===== src/rtl/fsh_pkg.sv =====
`timescale 1ns / 1ps

package fsh_pkg;

   // widths of the sample path
   localparam int unsigned RAW_W    = 24;
   localparam int unsigned STAMP_W  = 32;
   localparam int unsigned FORCE_W  = 16;
   localparam int unsigned SCALE_W  = 32;
   localparam int unsigned THR_W    = 16;
   localparam int unsigned RUN_W    = 8;
   localparam int unsigned DELTA_W  = RAW_W + 1;
   localparam int unsigned PROD_W   = DELTA_W + SCALE_W;
   localparam int unsigned Q_FRAC_BITS = 24;

   // csr bus
   localparam int unsigned CSR_DATA_W = 32;
   localparam int unsigned CSR_ADDR_W = 5;
   localparam int unsigned CSR_IDX_W  = 3;

   localparam logic [FORCE_W-1:0] FORCE_MAX_MN = FORCE_W'(60000);
   localparam logic [RUN_W-1:0]   RUN_MAX      = '1;

   // register reset values
   localparam logic [RAW_W-1:0]   ZERO_OFFSET_RST    = '0;
   localparam logic [SCALE_W-1:0] SCALE_Q24_RST      = SCALE_W'(16777);
   localparam logic [THR_W-1:0]   DOWN_THRESHOLD_RST = THR_W'(150);
   localparam logic [THR_W-1:0]   UP_THRESHOLD_RST   = THR_W'(75);
   localparam logic [RUN_W-1:0]   DEBOUNCE_COUNT_RST = RUN_W'(3);

   typedef enum logic [CSR_IDX_W-1:0] {
      REG_ZERO_OFFSET    = 3'd0,
      REG_SCALE_Q24      = 3'd1,
      REG_DOWN_THRESHOLD = 3'd2,
      REG_UP_THRESHOLD   = 3'd3,
      REG_DEBOUNCE_COUNT = 3'd4
   } reg_idx_type;

   typedef enum logic {
      PEN_UP   = 1'b0,
      PEN_DOWN = 1'b1
   } pen_state_type;

endpackage


===== src/rtl/force_scale_pen_hysteresis.sv =====
`timescale 1ns / 1ps

// force_scale_pen_hysteresis
// converts strain-gauge adc samples to a clamped force in mN and tracks a
// debounced pen-down state with separate down and up thresholds
// channels:
//   req_*  : one sample per transfer (raw_code, timestamp), valid/stall
//   rsp_*  : one result per sample (load_mn, stamp_out, pen_is_down)
//   apb    : psel/penable/pwrite/paddr/pwdata/prdata/pready, pready tied
//            high; registers at byte addresses 0,4,8,12,16
// path: a req transfer loads the input register, then the offset/multiply/
//   clamp/pen update results load the result register behind rsp_valid
// throughput: one sample per cycle while not stalled; the multiply and pen
//   update share one stage, so a sample sees the pen state the last one left
// stall: while rsp_stall holds a result, the input register still takes one
//   more sample; req_stall rises only when both registers are full
// reset (synchronous, active high): both registers empty, pen up, run
//   counters zero, csr registers back to their defaults
// write csr only while no sample is in flight

module force_scale_pen_hysteresis (
   input  logic                                clock,
   input  logic                                reset,
   // sample input
   input  logic                                req_valid,
   output logic                                req_stall,
   input  logic signed [fsh_pkg::RAW_W-1:0]    req_raw_code,
   input  logic        [fsh_pkg::STAMP_W-1:0]  req_timestamp,
   // result output
   output logic                                rsp_valid,
   input  logic                                rsp_stall,
   output logic        [fsh_pkg::FORCE_W-1:0]  rsp_load_mn,
   output logic        [fsh_pkg::STAMP_W-1:0]  rsp_stamp_out,
   output logic                                rsp_pen_is_down,
   // csr port
   input  logic                                psel,
   input  logic                                penable,
   input  logic                                pwrite,
   input  logic        [fsh_pkg::CSR_ADDR_W-1:0] paddr,
   input  logic        [fsh_pkg::CSR_DATA_W-1:0] pwdata,
   output logic        [fsh_pkg::CSR_DATA_W-1:0] prdata,
   output logic                                pready
);
   import fsh_pkg::*;

   // ---------------------------------------------------------------
   // csr registers
   // ---------------------------------------------------------------
   logic signed [RAW_W-1:0]   zero_offset_ff;
   logic signed [SCALE_W-1:0] scale_q24_ff;
   logic        [THR_W-1:0]   down_threshold_ff;
   logic        [THR_W-1:0]   up_threshold_ff;
   logic        [RUN_W-1:0]   debounce_count_ff;

   logic        csr_wr;
   reg_idx_type csr_idx;

   assign pready  = 1'b1;
   assign csr_wr  = psel && penable && pwrite;
   assign csr_idx = reg_idx_type'(paddr[CSR_ADDR_W-1:2]);

   always_ff @(posedge clock) begin
      if (reset) begin
         zero_offset_ff    <= ZERO_OFFSET_RST;
         scale_q24_ff      <= SCALE_Q24_RST;
         down_threshold_ff <= DOWN_THRESHOLD_RST;
         up_threshold_ff   <= UP_THRESHOLD_RST;
         debounce_count_ff <= DEBOUNCE_COUNT_RST;
      end else if (csr_wr) begin
         // indexes past the last register are dropped
         case (csr_idx)
            REG_ZERO_OFFSET:    zero_offset_ff    <= pwdata[RAW_W-1:0];
            REG_SCALE_Q24:      scale_q24_ff      <= pwdata[SCALE_W-1:0];
            REG_DOWN_THRESHOLD: down_threshold_ff <= pwdata[THR_W-1:0];
            REG_UP_THRESHOLD:   up_threshold_ff   <= pwdata[THR_W-1:0];
            REG_DEBOUNCE_COUNT: debounce_count_ff <= pwdata[RUN_W-1:0];
            default: ;
         endcase
      end
   end

   // read mux, signed registers come back sign extended
   always_comb begin
      case (csr_idx)
         REG_ZERO_OFFSET:    prdata = CSR_DATA_W'(zero_offset_ff);
         REG_SCALE_Q24:      prdata = CSR_DATA_W'(scale_q24_ff);
         REG_DOWN_THRESHOLD: prdata = {{(CSR_DATA_W-THR_W){1'b0}}, down_threshold_ff};
         REG_UP_THRESHOLD:   prdata = {{(CSR_DATA_W-THR_W){1'b0}}, up_threshold_ff};
         REG_DEBOUNCE_COUNT: prdata = {{(CSR_DATA_W-RUN_W){1'b0}}, debounce_count_ff};
         default:            prdata = '0;
      endcase
   end

   // ---------------------------------------------------------------
   // flow control: input register feeds the result register
   // ---------------------------------------------------------------
   logic s1_valid_ff;
   logic rsp_valid_ff;
   logic out_adv;    // result register can load this cycle
   logic req_xfer;
   logic move;       // sample leaves the input register

   assign out_adv   = !rsp_valid_ff || !rsp_stall;
   assign req_stall = s1_valid_ff && !out_adv;
   assign req_xfer  = req_valid && !req_stall;
   assign move      = s1_valid_ff && out_adv;

   always_ff @(posedge clock) begin
      if (reset) begin
         s1_valid_ff  <= 1'b0;
         rsp_valid_ff <= 1'b0;
      end else begin
         if (req_xfer) begin
            s1_valid_ff <= 1'b1;
         end else if (out_adv) begin
            s1_valid_ff <= 1'b0;
         end
         if (out_adv) begin
            rsp_valid_ff <= s1_valid_ff;
         end
      end
   end

   // input register payload
   logic signed [RAW_W-1:0]   s1_raw_ff;
   logic        [STAMP_W-1:0] s1_stamp_ff;

   always_ff @(posedge clock) begin
      if (req_xfer) begin
         s1_raw_ff   <= req_raw_code;
         s1_stamp_ff <= req_timestamp;
      end
   end

   // ---------------------------------------------------------------
   // force: (raw - offset) * scale, truncated Q.24, clamped 0..60000
   // ---------------------------------------------------------------
   logic signed [DELTA_W-1:0]  delta;
   logic signed [PROD_W-1:0]   prod;
   logic        [PROD_W-Q_FRAC_BITS-1:0] whole_mn;
   logic        [FORCE_W-1:0]  force_val;

   assign delta    = DELTA_W'(s1_raw_ff) - DELTA_W'(zero_offset_ff);
   assign prod     = PROD_W'(delta) * PROD_W'(scale_q24_ff);
   assign whole_mn = prod[PROD_W-1:Q_FRAC_BITS];

   always_comb begin
      priority if (prod[PROD_W-1] || prod == '0) begin
         force_val = '0;
      end else if (whole_mn > (PROD_W-Q_FRAC_BITS)'(FORCE_MAX_MN)) begin
         force_val = FORCE_MAX_MN;
      end else begin
         force_val = whole_mn[FORCE_W-1:0];
      end
   end

   // ---------------------------------------------------------------
   // pen state machine with debounce
   // ---------------------------------------------------------------
   pen_state_type pen_ff, pen_in;
   logic [RUN_W-1:0] down_run_ff, down_run_in;
   logic [RUN_W-1:0] up_run_ff, up_run_in;
   logic [RUN_W-1:0] down_bump, up_bump;

   // run counters saturate instead of wrapping
   assign down_bump = (down_run_ff == RUN_MAX) ? RUN_MAX : down_run_ff + 1'b1;
   assign up_bump   = (up_run_ff == RUN_MAX) ? RUN_MAX : up_run_ff + 1'b1;

   always_ff @(posedge clock) begin
      if (reset) begin
         pen_ff      <= PEN_UP;
         down_run_ff <= '0;
         up_run_ff   <= '0;
      end else if (move) begin
         pen_ff      <= pen_in;
         down_run_ff <= down_run_in;
         up_run_ff   <= up_run_in;
      end
   end

   always_comb begin
      pen_in      = pen_ff;
      down_run_in = down_run_ff;
      up_run_in   = up_run_ff;
      unique case (pen_ff)
         PEN_UP: begin
            if (force_val >= down_threshold_ff) begin
               down_run_in = down_bump;
               if (down_bump >= debounce_count_ff) begin
                  pen_in    = PEN_DOWN;
                  up_run_in = '0;
               end
            end else begin
               down_run_in = '0;
            end
         end
         PEN_DOWN: begin
            if (force_val <= up_threshold_ff) begin
               up_run_in = up_bump;
               if (up_bump >= debounce_count_ff) begin
                  pen_in      = PEN_UP;
                  down_run_in = '0;
               end
            end else begin
               up_run_in = '0;
            end
         end
      endcase
   end

   // ---------------------------------------------------------------
   // result register
   // ---------------------------------------------------------------
   logic [FORCE_W-1:0] rsp_force_ff;
   logic [STAMP_W-1:0] rsp_stamp_ff;
   logic               rsp_pen_ff;

   always_ff @(posedge clock) begin
      if (move) begin
         rsp_force_ff <= force_val;
         rsp_stamp_ff <= s1_stamp_ff;
         rsp_pen_ff   <= (pen_in == PEN_DOWN);
      end
   end

   assign rsp_valid       = rsp_valid_ff;
   assign rsp_load_mn     = rsp_force_ff;
   assign rsp_stamp_out   = rsp_stamp_ff;
   assign rsp_pen_is_down = rsp_pen_ff;

endmodule


===== config.mk =====
export PLATFORM = sky130hd
export DESIGN_NAME = force_scale_pen_hysteresis
export DESIGN_NICKNAME = d
export VERILOG_FILES = /design/src/rtl/fsh_pkg.sv /design/src/rtl/force_scale_pen_hysteresis.sv
export SDC_FILE = /design/constraint.sdc
export NUM_CORES = 2
export LEC_CHECK = 0
export ABC_CLOCK_PERIOD_IN_PS = 16400
export BUFFER_PORTS_ARGS = -buffer_cell sky130_fd_sc_hd__buf_2
export CAP_MARGIN = 20
export CORE_MARGIN = 1
export CORE_UTILIZATION = 60
export CTS_BUF_LIST = sky130_fd_sc_hd__clkbuf_8 sky130_fd_sc_hd__clkbuf_16
export CTS_CLUSTER_DIAMETER = 30
export CTS_CLUSTER_SIZE = 30
export DETAILED_ROUTE_END_ITERATION = 8
export PLACE_DENSITY = 0.85
export SLEW_MARGIN = 20
export SYNTH_ARGS = -nofsm -noshare
export SYNTH_HDL_FRONTEND = slang
export SYNTH_SLANG_ARGS = --single-unit

===== constraint.sdc =====
create_clock -name clock -period 16.4 [get_ports clock]
set_clock_uncertainty 0.15 [all_clocks]
set_input_delay 4.92 -clock clock [delete_from_list [all_inputs] [get_ports clock]]
set_output_delay 4.92 -clock clock [all_outputs]
set_load 0.005 [all_outputs]

Word level (Yosys, flattened, before mapping):

Index checks and enable logic that the tools add are counted.

* register bits after elaboration: 220
* latch bits: 0
* bits in writable memories: 0
* bits in read-only memories: 0
* bits of input ports: 100
* word-level logic and storage cells: 76
* memories: 0

* add/subtract/negate cells: 3
* $mul: 1
* div/mod/pow operators: 0
* $lt $le $gt $ge: 5
* equal/unequal tests: 10
* shift-type cells: 0
* multiplexer cells: 20
* bitwise logic cells: 1
* reductions and logical operators: 21

Operators with widths (number)
* 32-bit case mux with 5 select lines: 1
* 8-bit two-way mux: 8
* 57-bit logical NOT: 1
* 25-bit by 32-bit multiplier with 57-bit output: 1
* 33-bit by 16-bit > comparator with 1-bit output, second input constant: 1
* 16-bit two-way mux: 2
* 8-bit case mux with 2 select lines: 2
* 24-bit by 24-bit subtractor with 25-bit output: 1
* 8-bit by 1-bit adder with 8-bit output, second input constant: 2
* 8-bit == test, second input constant: 2
* 16-bit >= comparator: 1
* 8-bit >= comparator: 2
* 16-bit <= comparator: 1
* 2-bit AND reduction: 5
* 3-bit by 2-bit == test with 1-bit output, second input constant: 2
* 1-bit two-way mux: 6
* 3-bit AND reduction: 2
* 1-bit logical AND: 5
* 1-bit logical NOT: 4
* 2-bit by 1-bit inequality test with 1-bit output, second input constant: 2
* 2-bit inequality test, second input constant: 2
* 3-bit by 1-bit == test with 1-bit output, second input constant: 1
* 3-bit == test, second input constant: 1
* 3-bit logical NOT: 1
* other kinds (4): 5

Longest topological paths before layout:

* depth after elaboration: 8
* gate-level depth with buffers: 59
* mapped depth without buffers: 57

Worst setup path before layout:

No wires, ideal clock.

* kind: reg2reg
* from: register zero_offset_ff[1]
* to: register rsp_pen_ff, in the netlist rsp_pen_is_down (data pin)
* library setup time: 0.260 ns
* arrival time: 12.029 ns
* required time: 15.990 ns
* path slack: 3.961 ns
* stages on the path, launching flop included: 54
* buffers on the path: 5
* clock period less this slack: 12.439 ns
* path through: dfxtp_1 -> inv_1 -> ha_1 -> nor2b_1 -> o21ai_0 -> a21boi_0 -> o21ai_0 -> a21boi_0 -> o21ai_0 -> a21boi_0 -> o31a_1 -> o211ai_1 -> nand4_1 -> a311oi_1 -> xnor2_1 -> clkbuf_1 -> nand2_1 -> fa_1 -> [18 not listed] -> nand3_1 -> or4b_4 -> o311ai_4 -> and2_1 -> nand2b_1 -> clkbuf_1 -> nor2_1 -> ha_1 -> a21o_1 -> a21oi_1 -> o21ai_0 -> or3b_2 -> a211oi_1 -> and4_1 -> a211o_1 -> buf_6 -> nand2_8 -> mux2_2

* longest elaborated chain between the ends: 8
* elaborated cells between the ends (all ways): 12
* those cells by class: 1 x add/sub; 1 x mul; 3 x order compare; 5 x mux; 2 x reduce/logical

Ends and longest elaborated chain
* start, declared: line force_scale_pen_hysteresis.sv:49 `logic signed [RAW_W-1:0] zero_offset_ff;`
* start signal, assigned: line force_scale_pen_hysteresis.sv:72 `REG_ZERO_OFFSET: zero_offset_ff <= pwdata[RAW_W-1:0];`
* 24-bit by 24-bit subtractor with 25-bit output *: line force_scale_pen_hysteresis.sv:143 `assign delta = DELTA_W'(s1_raw_ff) - DELTA_W'(zero_offset_ff);`
* 25-bit by 32-bit multiplier with 57-bit output *: line force_scale_pen_hysteresis.sv:144 `assign prod = PROD_W'(delta) * PROD_W'(scale_q24_ff);`
* 33-bit by 16-bit > comparator with 1-bit output / 57-bit logical NOT (equally long branches): line force_scale_pen_hysteresis.sv:150, force_scale_pen_hysteresis.sv:148
* 16-bit two-way mux / 1-bit logical OR (equally long branches): line force_scale_pen_hysteresis.sv:150, force_scale_pen_hysteresis.sv:148
* 16-bit two-way mux *: line force_scale_pen_hysteresis.sv:148 `priority if (prod[PROD_W-1] || prod == '0) begin`
* named net force_val[10]: line force_scale_pen_hysteresis.sv:141 `logic [FORCE_W-1:0] force_val;`
* 16-bit <= comparator / 16-bit >= comparator (equally long branches): line force_scale_pen_hysteresis.sv:198, force_scale_pen_hysteresis.sv:187
* 1-bit two-way mux, on equally long branches: line force_scale_pen_hysteresis.sv:198, force_scale_pen_hysteresis.sv:187
* 1-bit case mux with 2 select lines *: line force_scale_pen_hysteresis.sv:185 `unique case (pen_ff)`
* named net pen_in: line force_scale_pen_hysteresis.sv:160 `pen_state_type pen_ff, pen_in;`
* end signal, assigned: line force_scale_pen_hysteresis.sv:222 `rsp_pen_ff <= (pen_in == PEN_DOWN);`
* end, declared: line force_scale_pen_hysteresis.sv:216 `logic rsp_pen_ff;`

The timed path passes the listed nets; every way through them passes the cells marked *.
A chain may end at the register's enable or synchronous reset.

Worst setup path in the final report:

Same ends and word-level chain as after synthesis.

==> impl_metrics.ini <==
[outcome]
status = completed

[synth]
synth_area_mm2 = 0.03970
ys_ff_latch = 220
netlist_instances = 4359
synth_edf_count = 105
postSynth.asyncResetShare_pct = 0
synth_cell_types = 93
avgSynthCellArea_um2 = 9.107
synth_area_leaders = fa_1, inv_1, edfxtp_1
ys_warn_count = 0
synth_top_cell_by_area = fa_1
seq_area_frac_synth_pct = 13.74
synth_flop_cell = dfxtp_1
synth_top_area_share_pct = 41.35
yosysMostFrequentCell = inv_1
syn_nets = 5506
ys_top_cells_by_count = inv_1, fa_1, nand2_1

[timing]
fin_setup_tns_ns = 0
final-hold-violation-count = 0
final_max_slew_viol_count = 0
finalCritPeriodShare_pct = 95.74
min_period_ns = 15.70
final-setup-viol-count = 0
max_slew_margin_pct = 22.99
layout_setup_ws_ns = 0.6984
worst_hold_slack_ns = 0.2645
tightest_slew_ns = 1.155
rsz0062_at_grt = false
max_freq_mhz = 63.69

[final_layout]
synthToLayoutAreaGrowth_pct = 8.120
multiInputGateArea_mm2 = 0.03018
design_area_mm2 = 0.04292
seqCellArea_mm2 = 0.005455
fillCellCount = 4765
layout-drive-gt1-share_pct = 9.167
nets = 5553

[global_routing]
grt_usage_pct = 32.61
grt_pass1_vias = 33430
grt_max_degree = 89
grt_pass1_wl_mm = 172.6
antenna_found_initial = 7
grt_overflow = 0

[placed_design]
place_ws_ns = 1.065
hpwl_mm = 81.68
numPortBuffers = 180
gp_congestion = 0.9838
placed_cell_area_mm2 = 0.04138

[setup_path]
critical_path.startpoint_type = register
path_max_fanout = 22
path_class = reg2reg
endpoint_kind = register
critPathSlowestCell = a311oi_1
crit_required_ns = 16.53
critPathArrivalTime_ns = 15.83
cp_common_cell = fa_1
slowest_delay_ns = 0.83

[floorplan]
die_x_um = 259.2
start_util_pct = 61.14
dieArea_mm2 = 0.06719
io_pins = 184
die_h_um = 259.2
coreArea_mm2 = 0.06493
row_count = 93

[routing]
ant_nets = 0
drc_errors = 0
via_count = 31280
drtIter0Drc = 2730
drt-pass1-iter-count = 6
wire_per_inst_um = 19.99
routed_via_density = 5.899
totalWireLength_mm = 106.0

[power]
p_total_mw = 5.844
p_leak_nw = 21.00
power_density_mw_per_mm2 = 136.2
max-vdd-ir-drop_v = 0.0002256

[clock_tree]
clk_latency_ns = 0.55
post-cts-setup-buffers = 0
cts_hold_buffers = 0
post_cts_resized = 0
clockBufferDepth = 3
htreeDepth = 2
cts_root_buf = clkbuf_16
clkSinkCount = 220
cts_made_buffers = 43
cts_tree = built
clk_pin_slew_ns = 0.06

[job]
drv_cap = 0

[min_path]
holdCritPathClass = reg2reg
-- sequential cells by signal, indices dropped and copies added, names as in the netlist, 8 cells and up --
| name | cells |
|---|---|
| debounce_count_ff | 8 |
| down_run_ff | 8 |
| down_threshold_ff | 16 |
| rsp_load_mn | 16 |
| rsp_stamp_out | 32 |
| s1_raw_ff | 24 |
| s1_stamp_ff | 32 |
| scale_q24_ff | 32 |
| up_run_ff | 8 |
| up_threshold_ff | 16 |
| zero_offset_ff | 24 |
-- cell usage in the layout (no fill, tap or decap), drive strengths merged, types with 105 or more instances in the layout --
cell	count
nor2	128
and2	210
a21oi	197
fa	820
buf	248
ha	227
edfxtp	105
nand2	770
inv	885
dfxtp	115
-- through the flow --
step           cells  util [%]
2_1_floorplan   4359         -
3_3_place_gp    5216     63.73
3_5_place_dp    5216     63.73
4_1_cts         5295     66.06
5_1_grt         5299     66.09
6_report        5302     66.10
-- cells by family (layout without fill, tap and decap cells) --
group / count (synthesis) / after routing / share of synthesized area (%)
xor+xnor: 66 / 66 / 1.494
buf+inv: 1119 / 1200 / 10.65
other cells: 1 / 8 / 0.009447
flops: 220 / 220 / 13.74
compound gates: 479 / 479 / 8.022
fa+ha+maj: 1047 / 1047 / 48.51
simple gates: 1385 / 1385 / 16.23
mux: 42 / 42 / 1.336
-- metal layers --
metal / global-route usage (%) / share of wire (%) / up-vias
met5: 0 / 0.012 / -
met4: 13.87 / 4.2 / 2
met3: 5.975 / 9.5 / 336
met2: 53.83 / 48 / 1683
met1: 42.42 / 38 / 15820
li1: - / - / 13440
-- power breakdown --
group          internal, mW  total [mW]  switching (mW)  leakage, nW
Combinational          1.56        4.33            2.76         18.3
Sequential            0.598       0.609          0.0105         1.94
Clock                 0.599       0.909           0.309        0.760
-- cell type report --
cell class              count  area share, %
diodes                      7        0.04081
multi-input cells        3020          70.31
well taps                 855          2.493
clock inverters            35         0.9824
flip-flops and latches    220          12.71
clock buffers              44          2.539
repair buffers            248          3.288
inverters                 873          7.635
-- worst max-delay path: cells and delay by family (launching register included) --
family                     cells  cell delay, ns
AOI/OAI and AO/OA             19            5.68
xor gates and xnor gates       2            0.55
adders and majority gates     10            4.48
buffers and inverters          4            0.53
DFF                            1            0.44
muxes                          1            0.31
and+or+nand+nor               12            3.27
-- path summary, 6_finish.rpt --
kind                                         from                end  slack, ns  cells past startpoint
worst max-delay path            zero_offset_ff[1]    rsp_pen_is_down       0.70                     48
worst min-delay path              s1_stamp_ff[12]  rsp_stamp_out[12]       0.26                      0
worst max register to register  zero_offset_ff[1]    rsp_pen_is_down       0.70                     48
worst min register to register    s1_stamp_ff[12]  rsp_stamp_out[12]       0.26                      0
Power figures use the tool's default switching activity.
